--- src/rtl/core/rrts_pkg.sv ---
// ----------------------------------------------------------------------------
// rrts_pkg: shared types and codes of the round-robin thread scheduler
// Slot status codes, request and error codes, controller states and the
// command / status bundles between controller and datapath.
// ----------------------------------------------------------------------------
package rrts_pkg;

  localparam int SLOT_W    = 6;
  localparam int MAX_SLOTS = 1 << SLOT_W;

  // Slot status codes
  localparam logic [2:0] ST_RUNNING = 3'd0;
  localparam logic [2:0] ST_READY   = 3'd1;
  localparam logic [2:0] ST_BLOCKED = 3'd2;
  localparam logic [2:0] ST_HANGING = 3'd4;
  localparam logic [2:0] ST_DEAD    = 3'd5;

  // Request codes
  localparam logic [2:0] REQ_CREATE  = 3'd0;
  localparam logic [2:0] REQ_SLICE   = 3'd1;
  localparam logic [2:0] REQ_BLOCK   = 3'd2;
  localparam logic [2:0] REQ_UNBLOCK = 3'd3;
  localparam logic [2:0] REQ_YIELD   = 3'd4;
  localparam logic [2:0] REQ_EXIT    = 3'd5;

  localparam logic [1:0] KIND_BAD = 2'd3;

  // Error codes
  localparam logic [1:0] ERR_OK     = 2'd0;
  localparam logic [1:0] ERR_STATUS = 2'd1;
  localparam logic [1:0] ERR_NORUN  = 2'd2;

  typedef enum logic [1:0] {
    SCH_NONE,
    SCH_ROT,
    SCH_POP,
    SCH_WAKE
  } sched_e;

  typedef enum logic [3:0] {
    S_IDLE,
    S_RD_T,
    S_RD_R,
    S_RD_I,
    S_DEC,
    S_PLAN,
    S_PRE,
    S_RM_RD,
    S_RM_CK,
    S_APP,
    S_QRD,
    S_POP,
    S_WAKE,
    S_OUT
  } ctrl_state_e;

  typedef struct packed {
    logic load;
    logic rd_tid;
    logic rd_run;
    logic rd_idle;
    logic cap_t;
    logic cap_r;
    logic dec;
    logic pre;
    logic rm_rd;
    logic rm_ck;
    logic app;
    logic qrd;
    logic pop;
    logic wake;
    logic out_load;
  } cmd_t;

  typedef struct packed {
    logic   fail;
    logic   pre;
    logic   rm;
    sched_e sched;
    logic   rm_last;
    logic   out_full;
  } stat_t;

endpackage

--- src/rtl/core/rrts_ctrl.sv ---
// ----------------------------------------------------------------------------
// rrts_ctrl: request sequencer
// Steps one request through status reads, decision, queue walk, scheduling
// and result hand-off.
// ----------------------------------------------------------------------------
module rrts_ctrl (
  input  logic          clk_i,
  input  logic          rst_ni,
  input  logic          in_valid_i,
  output logic          in_stall_o,
  input  rrts_pkg::stat_t stat_i,
  output rrts_pkg::cmd_t  cmd_o
);
  import rrts_pkg::*;

  ctrl_state_e state_q, state_d;

  function automatic ctrl_state_e sched_state(sched_e m);
    ctrl_state_e s;
    case (m)
      SCH_ROT:  s = S_APP;
      SCH_POP:  s = S_QRD;
      SCH_WAKE: s = S_WAKE;
      default:  s = S_OUT;
    endcase
    return s;
  endfunction

  always_ff @(posedge clk_i or negedge rst_ni) begin
    if (!rst_ni) begin
      state_q <= S_IDLE;
    end else begin
      state_q <= state_d;
    end
  end

  always_comb begin
    state_d    = state_q;
    cmd_o      = '0;
    in_stall_o = (state_q != S_IDLE);
    case (state_q)
      S_IDLE: begin
        if (in_valid_i) begin
          cmd_o.load = 1'b1;
          state_d    = S_RD_T;
        end
      end
      S_RD_T: begin
        cmd_o.rd_tid = 1'b1;
        state_d      = S_RD_R;
      end
      S_RD_R: begin
        cmd_o.cap_t  = 1'b1;
        cmd_o.rd_run = 1'b1;
        state_d      = S_RD_I;
      end
      S_RD_I: begin
        cmd_o.cap_r   = 1'b1;
        cmd_o.rd_idle = 1'b1;
        state_d       = S_DEC;
      end
      S_DEC: begin
        cmd_o.dec = 1'b1;
        state_d   = S_PLAN;
      end
      S_PLAN: begin
        if (stat_i.fail) begin
          state_d = S_OUT;
        end else if (stat_i.pre) begin
          state_d = S_PRE;
        end else begin
          state_d = sched_state(stat_i.sched);
        end
      end
      S_PRE: begin
        cmd_o.pre = 1'b1;
        state_d   = stat_i.rm ? S_RM_RD : sched_state(stat_i.sched);
      end
      S_RM_RD: begin
        cmd_o.rm_rd = 1'b1;
        state_d     = S_RM_CK;
      end
      S_RM_CK: begin
        cmd_o.rm_ck = 1'b1;
        state_d     = stat_i.rm_last ? sched_state(stat_i.sched) : S_RM_RD;
      end
      S_APP: begin
        cmd_o.app = 1'b1;
        state_d   = S_QRD;
      end
      S_QRD: begin
        cmd_o.qrd = 1'b1;
        state_d   = S_POP;
      end
      S_POP: begin
        cmd_o.pop = 1'b1;
        state_d   = S_OUT;
      end
      S_WAKE: begin
        cmd_o.wake = 1'b1;
        state_d    = S_OUT;
      end
      S_OUT: begin
        if (!stat_i.out_full) begin
          cmd_o.out_load = 1'b1;
          state_d        = S_IDLE;
        end
      end
      default: begin
        state_d = S_IDLE;
      end
    endcase
  end

endmodule

--- src/rtl/core/rrts_dp.sv ---
// ----------------------------------------------------------------------------
// rrts_dp: scheduler datapath
// Slot status memory, ready deque memory, pointers, decision logic and the
// result register.
// ----------------------------------------------------------------------------
module rrts_dp #(
  parameter int THREAD_SLOTS = 64
) (
  input  logic       clk_i,
  input  logic       rst_ni,
  input  logic       cfg_we_i,
  input  logic [5:0] cfg_wdata_i,
  input  logic [2:0] req_type_i,
  input  logic [5:0] thread_id_i,
  input  logic [1:0] block_kind_i,
  input  logic       need_schedule_i,
  output logic       out_valid_o,
  input  logic       out_stall_i,
  output logic [1:0] error_code_o,
  output logic       switched_o,
  output logic [5:0] prev_thread_o,
  output logic [5:0] next_thread_o,
  output logic [6:0] ready_count_o,
  input  rrts_pkg::cmd_t  cmd_i,
  output rrts_pkg::stat_t stat_o
);
  import rrts_pkg::*;

  localparam int NS = (THREAD_SLOTS < MAX_SLOTS) ? THREAD_SLOTS : MAX_SLOTS;
  localparam int AW = $clog2(NS);
  localparam int CW = $clog2(NS + 1);

  typedef struct packed {
    logic [1:0] err;
    logic       sw;
    logic       pre;
    logic       rm;
    sched_e     sched;
  } plan_t;

  // Storage
  logic [2:0]        st_mem [NS];
  logic [NS-1:0]     st_vld_q;
  logic [SLOT_W-1:0] q_mem  [NS];

  logic [2:0]        st_rdata_q;
  logic [SLOT_W-1:0] q_rdata_q;

  logic [SLOT_W-1:0] idle_q;
  logic [SLOT_W-1:0] run_q, run_d;
  logic [AW-1:0]     head_q, head_d;
  logic [CW-1:0]     count_q, count_d;

  logic [2:0]        req_q;
  logic [SLOT_W-1:0] tid_q;
  logic [1:0]        kind_q;
  logic              ns_q;
  logic [SLOT_W-1:0] prev_q;
  logic [2:0]        s_t_q, s_r_q;
  plan_t             plan_q, plan_d;

  logic [CW-1:0]     j_q, j_d;
  logic              found_q, found_d;
  logic [AW-1:0]     ppos_q, ppos_d;

  logic              out_valid_q;
  logic [1:0]        out_err_q;
  logic              out_sw_q;
  logic [SLOT_W-1:0] out_prev_q, out_next_q;
  logic [6:0]        out_cnt_q;

  // Memory ports
  logic              st_re, st_we, q_re, q_we;
  logic [AW-1:0]     st_raddr, st_waddr, q_raddr, q_waddr;
  logic [2:0]        st_wdata;
  logic [SLOT_W-1:0] q_wdata;

  function automatic logic [AW-1:0] wrap(logic [AW:0] s);
    logic [AW:0] r;
    r = (s >= (AW+1)'(NS)) ? s - (AW+1)'(NS) : s;
    return r[AW-1:0];
  endfunction

  function automatic logic blockedish(logic [2:0] s);
    return (s >= ST_BLOCKED) && (s <= ST_HANGING);
  endfunction

  logic [AW-1:0] pos_j, tail, head_inc, head_dec;
  assign pos_j    = wrap({1'b0, head_q} + (AW+1)'(j_q));
  assign tail     = wrap({1'b0, head_q} + (AW+1)'(count_q));
  assign head_inc = wrap({1'b0, head_q} + (AW+1)'(1));
  assign head_dec = (head_q == '0) ? AW'(NS - 1) : head_q - 1'b1;

  // Decision over the three captured statuses
  logic       is_create, is_block, is_unblock, is_exit, is_sched;
  logic       tid_ok, idle_ok, err1, do_sched, rm, wake_ok;
  logic [2:0] blk_st, cur_st, idl_st;
  logic [CW-1:0] cnt_after;

  always_comb begin
    is_create  = (req_q == REQ_CREATE);
    is_block   = (req_q == REQ_BLOCK);
    is_unblock = (req_q == REQ_UNBLOCK);
    is_exit    = (req_q == REQ_EXIT);
    is_sched   = (req_q == REQ_SLICE) || (req_q == REQ_YIELD);
    tid_ok     = 32'(tid_q) < 32'(THREAD_SLOTS);
    idle_ok    = 32'(idle_q) < 32'(THREAD_SLOTS);
    blk_st     = ST_BLOCKED + {1'b0, kind_q};

    err1 = (is_create  && (!tid_ok || s_t_q != ST_DEAD))
        || (is_block   && (kind_q == KIND_BAD || s_r_q != ST_RUNNING))
        || (is_unblock && (!tid_ok || !blockedish(s_t_q)))
        || (is_exit    && (!tid_ok || s_t_q == ST_DEAD));

    do_sched = is_sched || is_block || (is_exit && ns_q);
    rm       = is_exit && (s_t_q == ST_READY);
    cnt_after = count_q - CW'(rm);

    if (is_block) begin
      cur_st = blk_st;
    end else if (is_exit && tid_q == run_q) begin
      cur_st = ST_DEAD;
    end else begin
      cur_st = s_r_q;
    end
    if (is_block && idle_q == run_q) begin
      idl_st = blk_st;
    end else if (is_exit && idle_q == tid_q) begin
      idl_st = ST_DEAD;
    end else begin
      idl_st = st_rdata_q;
    end
    wake_ok = idle_ok && blockedish(idl_st);

    plan_d       = plan_q;
    plan_d.err   = ERR_OK;
    plan_d.sched = SCH_NONE;
    if (do_sched) begin
      if (cur_st == ST_RUNNING) begin
        plan_d.sched = (cnt_after == '0) ? SCH_NONE : SCH_ROT;
      end else if (cnt_after != '0) begin
        plan_d.sched = SCH_POP;
      end else if (wake_ok) begin
        plan_d.sched = SCH_WAKE;
      end else begin
        plan_d.err = ERR_NORUN;
      end
    end
    if (err1) begin
      plan_d.err   = ERR_STATUS;
      plan_d.sched = SCH_NONE;
    end
    plan_d.sw  = do_sched && (plan_d.err == ERR_OK);
    plan_d.pre = (plan_d.err == ERR_OK) && (is_create || is_unblock || is_block || is_exit);
    plan_d.rm  = rm;
  end

  assign stat_o.fail     = (plan_q.err != ERR_OK);
  assign stat_o.pre      = plan_q.pre;
  assign stat_o.rm       = plan_q.rm;
  assign stat_o.sched    = plan_q.sched;
  assign stat_o.rm_last  = ((j_q + 1'b1) == count_q);
  assign stat_o.out_full = out_valid_q && out_stall_i;

  // Memory port selection and pointer updates
  always_comb begin
    st_re    = cmd_i.rd_tid || cmd_i.rd_run || cmd_i.rd_idle;
    st_raddr = cmd_i.rd_tid ? tid_q[AW-1:0] : (cmd_i.rd_run ? run_q[AW-1:0] : idle_q[AW-1:0]);
    st_we    = 1'b0;
    st_waddr = tid_q[AW-1:0];
    st_wdata = ST_READY;
    q_we     = 1'b0;
    q_waddr  = tail;
    q_wdata  = tid_q;
    q_re     = cmd_i.rm_rd || cmd_i.qrd;
    q_raddr  = cmd_i.rm_rd ? pos_j : head_q;
    run_d    = run_q;
    head_d   = head_q;
    count_d  = count_q;
    j_d      = j_q;
    found_d  = found_q;
    ppos_d   = ppos_q;

    if (cmd_i.pre) begin
      st_we   = 1'b1;
      j_d     = '0;
      found_d = 1'b0;
      case (req_q)
        REQ_CREATE: begin
          q_we    = 1'b1;
          count_d = count_q + 1'b1;
        end
        REQ_UNBLOCK: begin
          q_we    = 1'b1;
          q_waddr = head_dec;
          head_d  = head_dec;
          count_d = count_q + 1'b1;
        end
        REQ_BLOCK: begin
          st_waddr = run_q[AW-1:0];
          st_wdata = blk_st;
        end
        default: begin
          st_wdata = ST_DEAD;
        end
      endcase
    end
    if (cmd_i.rm_ck) begin
      // shift later entries down one place once the slot is found
      if (found_q) begin
        q_we    = 1'b1;
        q_waddr = ppos_q;
        q_wdata = q_rdata_q;
      end else if (q_rdata_q == tid_q) begin
        found_d = 1'b1;
      end
      ppos_d = pos_j;
      j_d    = j_q + 1'b1;
      if (stat_o.rm_last) begin
        count_d = count_q - 1'b1;
      end
    end
    if (cmd_i.app) begin
      st_we    = 1'b1;
      st_waddr = run_q[AW-1:0];
      q_we     = 1'b1;
      q_wdata  = run_q;
      count_d  = count_q + 1'b1;
    end
    if (cmd_i.pop) begin
      st_we    = 1'b1;
      st_waddr = q_rdata_q[AW-1:0];
      st_wdata = ST_RUNNING;
      run_d    = q_rdata_q;
      head_d   = head_inc;
      count_d  = count_q - 1'b1;
    end
    if (cmd_i.wake) begin
      st_we    = 1'b1;
      st_waddr = idle_q[AW-1:0];
      st_wdata = ST_RUNNING;
      run_d    = idle_q;
    end
  end

  // Memories
  always_ff @(posedge clk_i) begin
    if (st_we) begin
      st_mem[st_waddr] <= st_wdata;
    end
    if (st_re) begin
      if (st_vld_q[st_raddr]) begin
        st_rdata_q <= st_mem[st_raddr];
      end else begin
        st_rdata_q <= (st_raddr == '0) ? ST_RUNNING : ST_DEAD;
      end
    end
    if (q_we) begin
      q_mem[q_waddr] <= q_wdata;
    end
    if (q_re) begin
      q_rdata_q <= q_mem[q_raddr];
    end
  end

  // Control state
  always_ff @(posedge clk_i or negedge rst_ni) begin
    if (!rst_ni) begin
      st_vld_q    <= '0;
      idle_q      <= SLOT_W'(1);
      run_q       <= '0;
      head_q      <= '0;
      count_q     <= '0;
      out_valid_q <= 1'b0;
    end else begin
      if (st_we) begin
        st_vld_q[st_waddr] <= 1'b1;
      end
      if (cfg_we_i) begin
        idle_q <= cfg_wdata_i;
      end
      run_q   <= run_d;
      head_q  <= head_d;
      count_q <= count_d;
      if (cmd_i.out_load) begin
        out_valid_q <= 1'b1;
      end else if (!out_stall_i) begin
        out_valid_q <= 1'b0;
      end
    end
  end

  // Payload registers
  always_ff @(posedge clk_i) begin
    j_q     <= j_d;
    found_q <= found_d;
    ppos_q  <= ppos_d;
    if (cmd_i.load) begin
      req_q  <= req_type_i;
      tid_q  <= thread_id_i;
      kind_q <= block_kind_i;
      ns_q   <= need_schedule_i;
      prev_q <= run_q;
    end
    if (cmd_i.cap_t) begin
      s_t_q <= st_rdata_q;
    end
    if (cmd_i.cap_r) begin
      s_r_q <= st_rdata_q;
    end
    if (cmd_i.dec) begin
      plan_q <= plan_d;
    end
    if (cmd_i.out_load) begin
      out_err_q  <= plan_q.err;
      out_sw_q   <= plan_q.sw;
      out_prev_q <= prev_q;
      out_next_q <= run_q;
      out_cnt_q  <= 7'(count_q);
    end
  end

  assign out_valid_o   = out_valid_q;
  assign error_code_o  = out_err_q;
  assign switched_o    = out_sw_q;
  assign prev_thread_o = out_prev_q;
  assign next_thread_o = out_next_q;
  assign ready_count_o = out_cnt_q;

endmodule

--- src/rtl/core/round_robin_thread_scheduler.sv ---
// ----------------------------------------------------------------------------
// round_robin_thread_scheduler: round-robin ready-queue thread scheduler
// Keeps a status per thread slot, a ready deque and the running slot, and
// answers each request with one result item.
// ----------------------------------------------------------------------------
// Usage:
//   Input channel (in_valid_i / in_stall_o) takes one request item: create,
//   slice expiry, block, unblock, yield or exit. Output channel
//   (out_valid_o / out_stall_i) returns exactly one result item per request:
//   error code, switched flag, previous and next running slot, queue depth.
//   Write idle_slot through cfg_we_i / cfg_wdata_i while no request is open.
// Request processing:
//   A request steps from accept to result through the controller states; an
//   exit of a ready slot also walks the ready deque, reading and then
//   checking each queued entry in turn. One request is processed at a time;
//   the next one is accepted in the cycle after the result hand-off.
// Reset:
//   Slot 0 runs, all other slots are dead, the deque is empty and idle_slot
//   is 1. Status memory is cleared by per-slot valid bits, no sweep needed.
// Stall:
//   A result waits in the output register while out_stall_i is high; the
//   next request is still accepted and processed, and held only at its own
//   hand-off until the waiting result is taken.
// ----------------------------------------------------------------------------
module round_robin_thread_scheduler #(
  parameter int THREAD_SLOTS = 64
) (
  input  logic       clk_i,
  input  logic       rst_ni,
  input  logic       cfg_we_i,
  input  logic [5:0] cfg_wdata_i,
  input  logic       in_valid_i,
  output logic       in_stall_o,
  input  logic [2:0] req_type_i,
  input  logic [5:0] thread_id_i,
  input  logic [1:0] block_kind_i,
  input  logic       need_schedule_i,
  output logic       out_valid_o,
  input  logic       out_stall_i,
  output logic [1:0] error_code_o,
  output logic       switched_o,
  output logic [5:0] prev_thread_o,
  output logic [5:0] next_thread_o,
  output logic [6:0] ready_count_o
);
  import rrts_pkg::*;

  cmd_t  cmd;
  stat_t stat;

  // Sequence each request through the datapath
  rrts_ctrl u_ctrl (
    .clk_i      (clk_i),
    .rst_ni     (rst_ni),
    .in_valid_i (in_valid_i),
    .in_stall_o (in_stall_o),
    .stat_i     (stat),
    .cmd_o      (cmd)
  );

  // Hold slot status, ready deque and the result register
  rrts_dp #(
    .THREAD_SLOTS (THREAD_SLOTS)
  ) u_dp (
    .clk_i           (clk_i),
    .rst_ni          (rst_ni),
    .cfg_we_i        (cfg_we_i),
    .cfg_wdata_i     (cfg_wdata_i),
    .req_type_i      (req_type_i),
    .thread_id_i     (thread_id_i),
    .block_kind_i    (block_kind_i),
    .need_schedule_i (need_schedule_i),
    .out_valid_o     (out_valid_o),
    .out_stall_i     (out_stall_i),
    .error_code_o    (error_code_o),
    .switched_o      (switched_o),
    .prev_thread_o   (prev_thread_o),
    .next_thread_o   (next_thread_o),
    .ready_count_o   (ready_count_o),
    .cmd_i           (cmd),
    .stat_o          (stat)
  );

endmodule
--- config.mk ---
export PLATFORM = sky130hd
export DESIGN_NAME = round_robin_thread_scheduler
export DESIGN_NICKNAME = d
export VERILOG_FILES = /design/src/rtl/core/rrts_pkg.sv /design/src/rtl/core/rrts_ctrl.sv /design/src/rtl/core/rrts_dp.sv /design/src/rtl/core/round_robin_thread_scheduler.sv
export SDC_FILE = /design/constraint.sdc
export NUM_CORES = 1
export LEC_CHECK = 0
export ABC_AREA = 1
export BUFFER_PORTS_ARGS = -buffer_cell sky130_fd_sc_hd__buf_2
export CORE_UTILIZATION = 45
export DETAILED_ROUTE_END_ITERATION = 10
export GPL_ROUTABILITY_DRIVEN = 0
export SETUP_SLACK_MARGIN = 0.3
export SLEW_MARGIN = 10
export SYNTH_ARGS = -nofsm -noshare
export SYNTH_HDL_FRONTEND = slang
export SYNTH_SLANG_ARGS = --single-unit
--- constraint.sdc ---
create_clock -name clk_i -period 8.9 [get_ports clk_i]
set_clock_uncertainty 0.2 [all_clocks]
set_input_delay 1.335 -clock clk_i [delete_from_list [all_inputs] [get_ports clk_i]]
set_output_delay 1.335 -clock clk_i [all_outputs]
set_load 0.005 [all_outputs]
; Word level (Yosys, flattened, before mapping)
; Memories as Yosys holds them, arrays and structs flattened. A register that Yosys moved wholly into a read port is not among the register bits.
; Index checks and enable logic that the tools add are counted.
[totals]
ff_bits = 164
ramBits = 576
out_inout_bits = 24
mem_count = 2
[memory_table]
columns = name, depth, width, rd, rd_clocked_by_memory_dff, wr, line
row1 = u_dp.q_mem, 64, 6, 1, 1, 1, rrts_dp.sv:44  ; logic [SLOT_W-1:0] q_mem [NS];
row2 = u_dp.st_mem, 64, 3, 1, 0, 1, rrts_dp.sv:42  ; logic [2:0] st_mem [NS];
[op_classes]
add_sub_neg = 12
order_cmp = 10
n_eq_ne = 33
mux = 97
bitwise = 2
n_reduce_logical = 49
[ops]
columns = op, n
row1 = 2-to-1 mux 6 bit, 24
row2 = OR 64 bit, 1
row3 = 2-to-1 mux 7 bit, 8
row4 = one-hot mux 4 bit (13 select lines), 1
row5 = 2-to-1 mux 1 bit, 37
row6 = 2-to-1 mux 3 bit, 9
row7 = "equality test 4 bit, second input constant", 6
row8 = equality test 6 bit, 4
row9 = 2-to-1 mux 4 bit, 6
row10 = "subtractor 6 x 1 -> 6 bit, second input constant", 4
row11 = "greater-or-equal comparator 7 bit, second input constant", 3
row12 = "equality test 4 x 3 -> 1 bit, second input constant", 4
row13 = 2-to-1 mux 2 bit, 8
row14 = logical AND 1 bit, 15
row15 = adder 6 x 7 -> 7 bit, 2
row16 = "adder 7 x 1 -> 7 bit, second input constant", 2
row17 = "< comparator 6 x 7 -> 1 bit, second input constant", 2
row18 = logical OR 1 bit, 13
row19 = zero test 6 bit, 2
row20 = nonzero test 2 bit, 5
row21 = "equality test 3 bit, second input constant", 3
row22 = one-hot mux 3 bit (3 select lines), 1
row23 = "equality test 4 x 2 -> 1 bit, second input constant", 2
row24 = "adder 6 x 1 -> 7 bit, second input constant", 1
row25 = other kinds (29), 40

; Logic depth before layout (Yosys ltp)
[logic_depth]
word_depth = 13
ltp_mapped = 20
mapped_depth_nobuf = 19

; Cells and area by module
; Synthesis repeated with hierarchy kept, for this count alone.
[hier_totals]
hier_cells = 3331
area_unflattened_um2 = 34070.2
[modules_own_cells]
columns = module, n_inst, cells_per_inst, area_per_inst_um2, seq_area_each_um2
row1 = rrts_dp, 1, 3241, 33559.7, 21822.2
row2 = rrts_ctrl, 1, 90, 510.5, 100.1

; Worst setup path before layout
; Ideal clock, no wire load.
[synth_path]
path_type = register to register
startpoint = register u_ctrl.state_q[1]
endpoint = memory u_dp.q_mem[0][3] (data pin)
arrival_ns = 3.855
setup_slack_ns = 4.143
stages_incl_launch_ff = 8
path_buffers = 0
period_less_slack_ns = 4.757
path_cell_list = dfrtp_1 -> nor2_2 -> inv_2 -> nor2_4 -> inv_2 -> nor2_4 -> o21ai_0 -> o21ai_0
[synth_between]
elab_chain_cells = 4
elab_cells_between_ends = 6
[synth_lines]
columns = element, line
row1 = "start, declared", rrts_ctrl.sv:16  ; ctrl_state_e state_q, state_d;
row2 = "start signal, assigned", rrts_ctrl.sv:33  ; state_q <= state_d;
row3 = equality test 4 bit, rrts_ctrl.sv:41  ; case (state_q)
row4 = 2-to-1 mux 1 bit, rrts_ctrl.sv:41
row5 = 2-to-1 mux 6 bit, rrts_dp.sv:208  ; if (cmd_i.rm_ck) begin
row6 = 2-to-1 mux 6 bit (*), rrts_dp.sv:223  ; if (cmd_i.app) begin
row7 = via u_dp.q_wdata[3], rrts_dp.sv:76  ; logic [SLOT_W-1:0] q_wdata;
row8 = "end, declared", rrts_dp.sv:44
; The timed path passes the listed nets; every way through them passes the cells marked *.

; Worst setup path after layout
[layout_path]
startpoint = register u_ctrl.state_q[3]
endpoint = register u_dp.q_rdata_q[5] (read register of u_dp.q_mem) (data pin)
[layout_between]
elab_chain_cells = 3
elab_cells_between_ends = 6
[layout_lines]
columns = element, line
row1 = equality test 4 x 3 -> 1 bit / equality test 4 bit (equally long branches), rrts_ctrl.sv:41
row2 = 2-to-1 mux 1 bit, rrts_ctrl.sv:41
row3 = 2-to-1 mux 6 bit / logical OR 1 bit (equally long branches), "rrts_dp.sv:176, rrts_dp.sv:175"
row4 = "end, declared", rrts_dp.sv:47  ; logic [SLOT_W-1:0] q_rdata_q;
; Parallel ways exist; a longest one is shown, timed or not.
; A chain may end at the register's enable or synchronous reset.

==> flow_summary_export.csv <==
group,metric,value,unit
logic_synthesis,syn_nets,3169,
clocking,postCtsResizedCells,0,
logic_synthesis,synthesis.area,33200,sq um
floorplan,die_width,273,um
run,maxCapViolations,0,
timing,fin_ws,4.07,ns
global_route,overflow,0,
drt,drt_pass1_iterations,6,
placement,dp_hpwl,52.2,mm
power,swShare,0.403,
setup_path,critPathTopFamily,"buffers and inverters",
floorplan,fp.dieH,273,um
setup_path,worstSetupPathType,"flop to flop",
logic_synthesis,synthFlopType,"edfxtp_1",
final_layout,seq_area,21900,sq um
final_layout,antenna_cells,0,
setup_path,crit_chain,"inv_1 > nand2_1 > nor2_1 > buf_4 > nand2_1 > o21ai_4 > buf_4 > inv_4 > buf_4 > nor2_1 > o221ai_1 > nand3_1 > nand3_1 > nand3_1 > nand2_1",
global_route,grt_pass1_vias,23217,
drt,drc_errors,0,
clocking,cts_made_buffers,81,
logic_synthesis,synth_cell_types,47,
min_path,hold_class,"flop to flop",
clocking,htree_levels,3,
power,internal-power,7.71,mW
setup_path,cp-start-kind,"flop",
final_layout,nFillCells,6404,
power,vdd_drop_max,0.000236,V
clocking,clk_latency,0.64,ns
floorplan,design.die.area,74800,sq um
power,power.net_switching,5.21,mW
logic_synthesis,ys_seq_area_frac,0.661,
drt,drt_iter0_drc,2277,
power,power_leakage,14.0,nW
drt,post_drt_wl_per_cell,21.1,um
clocking,clk_transition_reported_paths,0.06,ns
timing,tightest_slew,1.13,ns
placement,dp_slack,4.26,ns
timing,timing.final.crit_period,4.83,ns
setup_path,max_stage_delay,0.72,ns
final_layout,area_growth,11.8,%
timing,tns,0,ns
setup_path,path_buf_inv,5,
setup_path,end_kind,"flop",
floorplan,core_region_area,73000,sq um
drt,antenna_left,0,
timing,rsz0062_at_grt,"no",
setup_path,critical_path.slowest_cell,"buf_4",
floorplan,initial_core_util,0.455,
drt,routed_wirelength,87.8,mm
floorplan,io_pins,47,
logic_synthesis,yosysWarnings,0,
logic_synthesis,synth-seq-cells,746,
drt,vias_per_cell,5.67,
global_route,grt_usage,0.235,
power,seqPwrFrac,0.349,
clocking,cts_hold_buf,0,
clocking,tritoncts,"built",
final_layout,nets,3174,
logic_synthesis,async_flop_share,0.126,
timing,relSlewSlack,0.245,
status,status,"completed",
timing,report.final.slew_viol_count,0,
setup_path,critPathArrivalTime,4.99,ns
clocking,post_cts_buffers,0,
power,clockPowerShare,0.274,
timing,setup_viol_count_final,0,
floorplan,rows,99,
final_layout,drive_above_1_share,0.0857,
setup_path,path_max_fanout,102,
global_route,antenna_found_initial,0,
final_layout,multi_input_area,9430,sq um
clocking,cts_sinks,746,
min_path,hp-start,"u_dp.prev_q[2]",
placement,io_buffer_count,46,
drt,route.vias.total,23578,
power,power.density,348,nW/um^2
setup_path,crit_required,9.07,ns
timing,finalCritPeriodShare,0.542,
logic_synthesis,syn_inst,3124,
timing,fmaxAchievable,0.207,GHz
clocking,root_buffer,"clkbuf_16",
logic_synthesis,avgSynthCellArea,10.6,sq um
logic_synthesis,synth_edf_count,651,
global_route,grt_pass1_wl,136,mm
clocking,clockBufferDepth,3,
timing,final_hold_viol_count,0,
global_route,grt_max_degree,103,
setup_path,startpoint,"u_ctrl.state_q[3]",
power,power_frac_comb,0.377,
setup_path,r2r-start,"u_ctrl.state_q[3]",
## final timing paths
kind / endpoint / slack [ns] / depth (start not counted)
max: u_dp.q_rdata_q[5] / 4.07 / 15
min: u_dp.prev_thread_o[2] / 0.22 / 0
max reg2reg: u_dp.q_rdata_q[5] / 4.07 / 15
min reg2reg: u_dp.prev_thread_o[2] / 0.22 / 0
max in group asynchronous: u_dp.st_vld_q[23] / 6.73 / 2
min in group asynchronous: u_dp.count_q[3] / 0.46 / 1
## synth_stat cells, types with 2 or more instances
library cell / number / share of area
inv_2: 19 / 0.0022
xnor2_1: 11 / 0.0029
o21ai_0: 265 / 0.040
buf_4: 9 / 0.0020
nand3_2: 2 / 0.00060
nor2_1: 396 / 0.045
nor4_1: 7 / 0.0013
nor2_2: 8 / 0.0015
nand2_2: 6 / 0.0011
dfrtp_1: 93 / 0.070
a31oi_1: 2 / 0.00038
nand4_1: 12 / 0.0023
or2_2: 5 / 0.00094
a21oi_2: 2 / 0.00053
edfxtp_1: 651 / 0.59
o21ai_1: 55 / 0.0083
o21a_1: 2 / 0.00045
ha_1: 20 / 0.0075
nand2_1: 507 / 0.057
xor2_1: 33 / 0.0087
nor2_4: 7 / 0.0024
o22ai_1: 7 / 0.0013
o21ai_2: 2 / 0.00053
o2111ai_1: 2 / 0.00053
buf_1: 6 / 0.00068
inv_1: 307 / 0.035
clkbuf_1: 77 / 0.0087
o221ai_1: 69 / 0.018
a21oi_1: 49 / 0.0074
o211ai_1: 40 / 0.0091
nand3_1: 328 / 0.049
o21bai_1: 23 / 0.0052
a21o_1: 2 / 0.00045
buf_2: 65 / 0.0098
or2_1: 8 / 0.0015
nand3b_1: 3 / 0.00068
fa_1: 2 / 0.0012
nor3_1: 13 / 0.0020
## power groups by stage
stage                     Clock, mW  Sequential [mW]  Combinational [mW]
after global routing           3.72             4.53                5.36
after global placement            0             4.56                4.73
after detailed placement          0             4.57                4.80
after CTS                      3.59             4.50                4.82
final                          3.54             4.51                4.86
after floorplan                   0             4.48                3.35
## registers in the layout (all words and copies together), names as in the netlist, 7 cells and up
| signal | flops |
|---|---|
| u_dp.q_mem | 384 |
| u_dp.count_q | 7 |
| u_dp.st_mem | 192 |
| u_dp.st_vld_q | 64 |
| u_dp.j_q | 7 |
| u_dp.ready_count_o | 7 |
## layout by cell type, fill, tap and decap left out, types with 20 or more instances in the layout
master,Yosys,layout
buf_2,65,45
o21ai_0,265,263
o221ai_1,69,69
a21oi_1,49,46
xor2_1,33,33
ha_1,20,20
o211ai_1,40,40
edfxtp_1,651,651
buf_4,9,35
inv_1,307,306
nand2_1,507,506
dfrtp_1,93,93
clkbuf_16,0,82
nand3_1,328,328
o21bai_1,23,23
nor2_1,396,393
o21ai_1,55,53
## cells by family after synthesis
family | Yosys count | share of synthesized area
and+or+nand+nor | 1305 | 0.167
DFF | 746 | 0.661
AOI/OAI and AO/OA | 523 | 0.0934
buffers and inverters | 484 | 0.0585
xor gates and xnor gates | 44 | 0.0116
adders and majority gates | 22 | 0.00875
## metal layers
metal / vias to the layer above / wire (um) / GRT usage
met5: - / 0 / 0
met4: 0 / 2320 / 0.0784
met3: 173 / 6580 / 0.0386
met2: 991 / 41800 / 0.388
met1: 11588 / 37100 / 0.317
li1: 10826 / - / -
## layout make-up
type                    instances  share of cell area
multi-input cells            1894               0.254
clock inverters                50              0.0179
clock buffers                 102              0.0584
repair buffers                 80              0.0132
inverters                     326              0.0331
flip-flops and latches        746               0.591
well taps                     959              0.0323
## stage by stage
stage / total power [mW] / utilization / instance area, sq um / instances / hold slack, ns
CTS: 12.9 / 0.508 / 37100 / 4157 / 0.224
finish: 12.9 / 0.508 / 37100 / 4157 / 0.221
global route: 13.6 / 0.508 / 37100 / 4157 / 0.231
global placement: 9.29 / 0.470 / 34300 / 4005 / 0.204
floorplan: 7.83 / - / 33200 / 3124 / 0.200
detailed placement: 9.37 / 0.470 / 34300 / 4005 / 0.207
## worst register-to-register path: stages (launching register included)
cell and delay (ns):
dfrtp_1 0.42, inv_1 0.09, nand2_1 0.14, nor2_1 0.24, buf_4 0.25, nand2_1 0.11, o21ai_4 0.07, buf_4 0.72
inv_4 0.62, buf_4 0.63, nor2_1 0.27, o221ai_1 0.17, nand3_1 0.19, nand3_1 0.21, nand3_1 0.16, nand2_1 0.06
No activity file was read; power rests on OpenSTA's default activity.
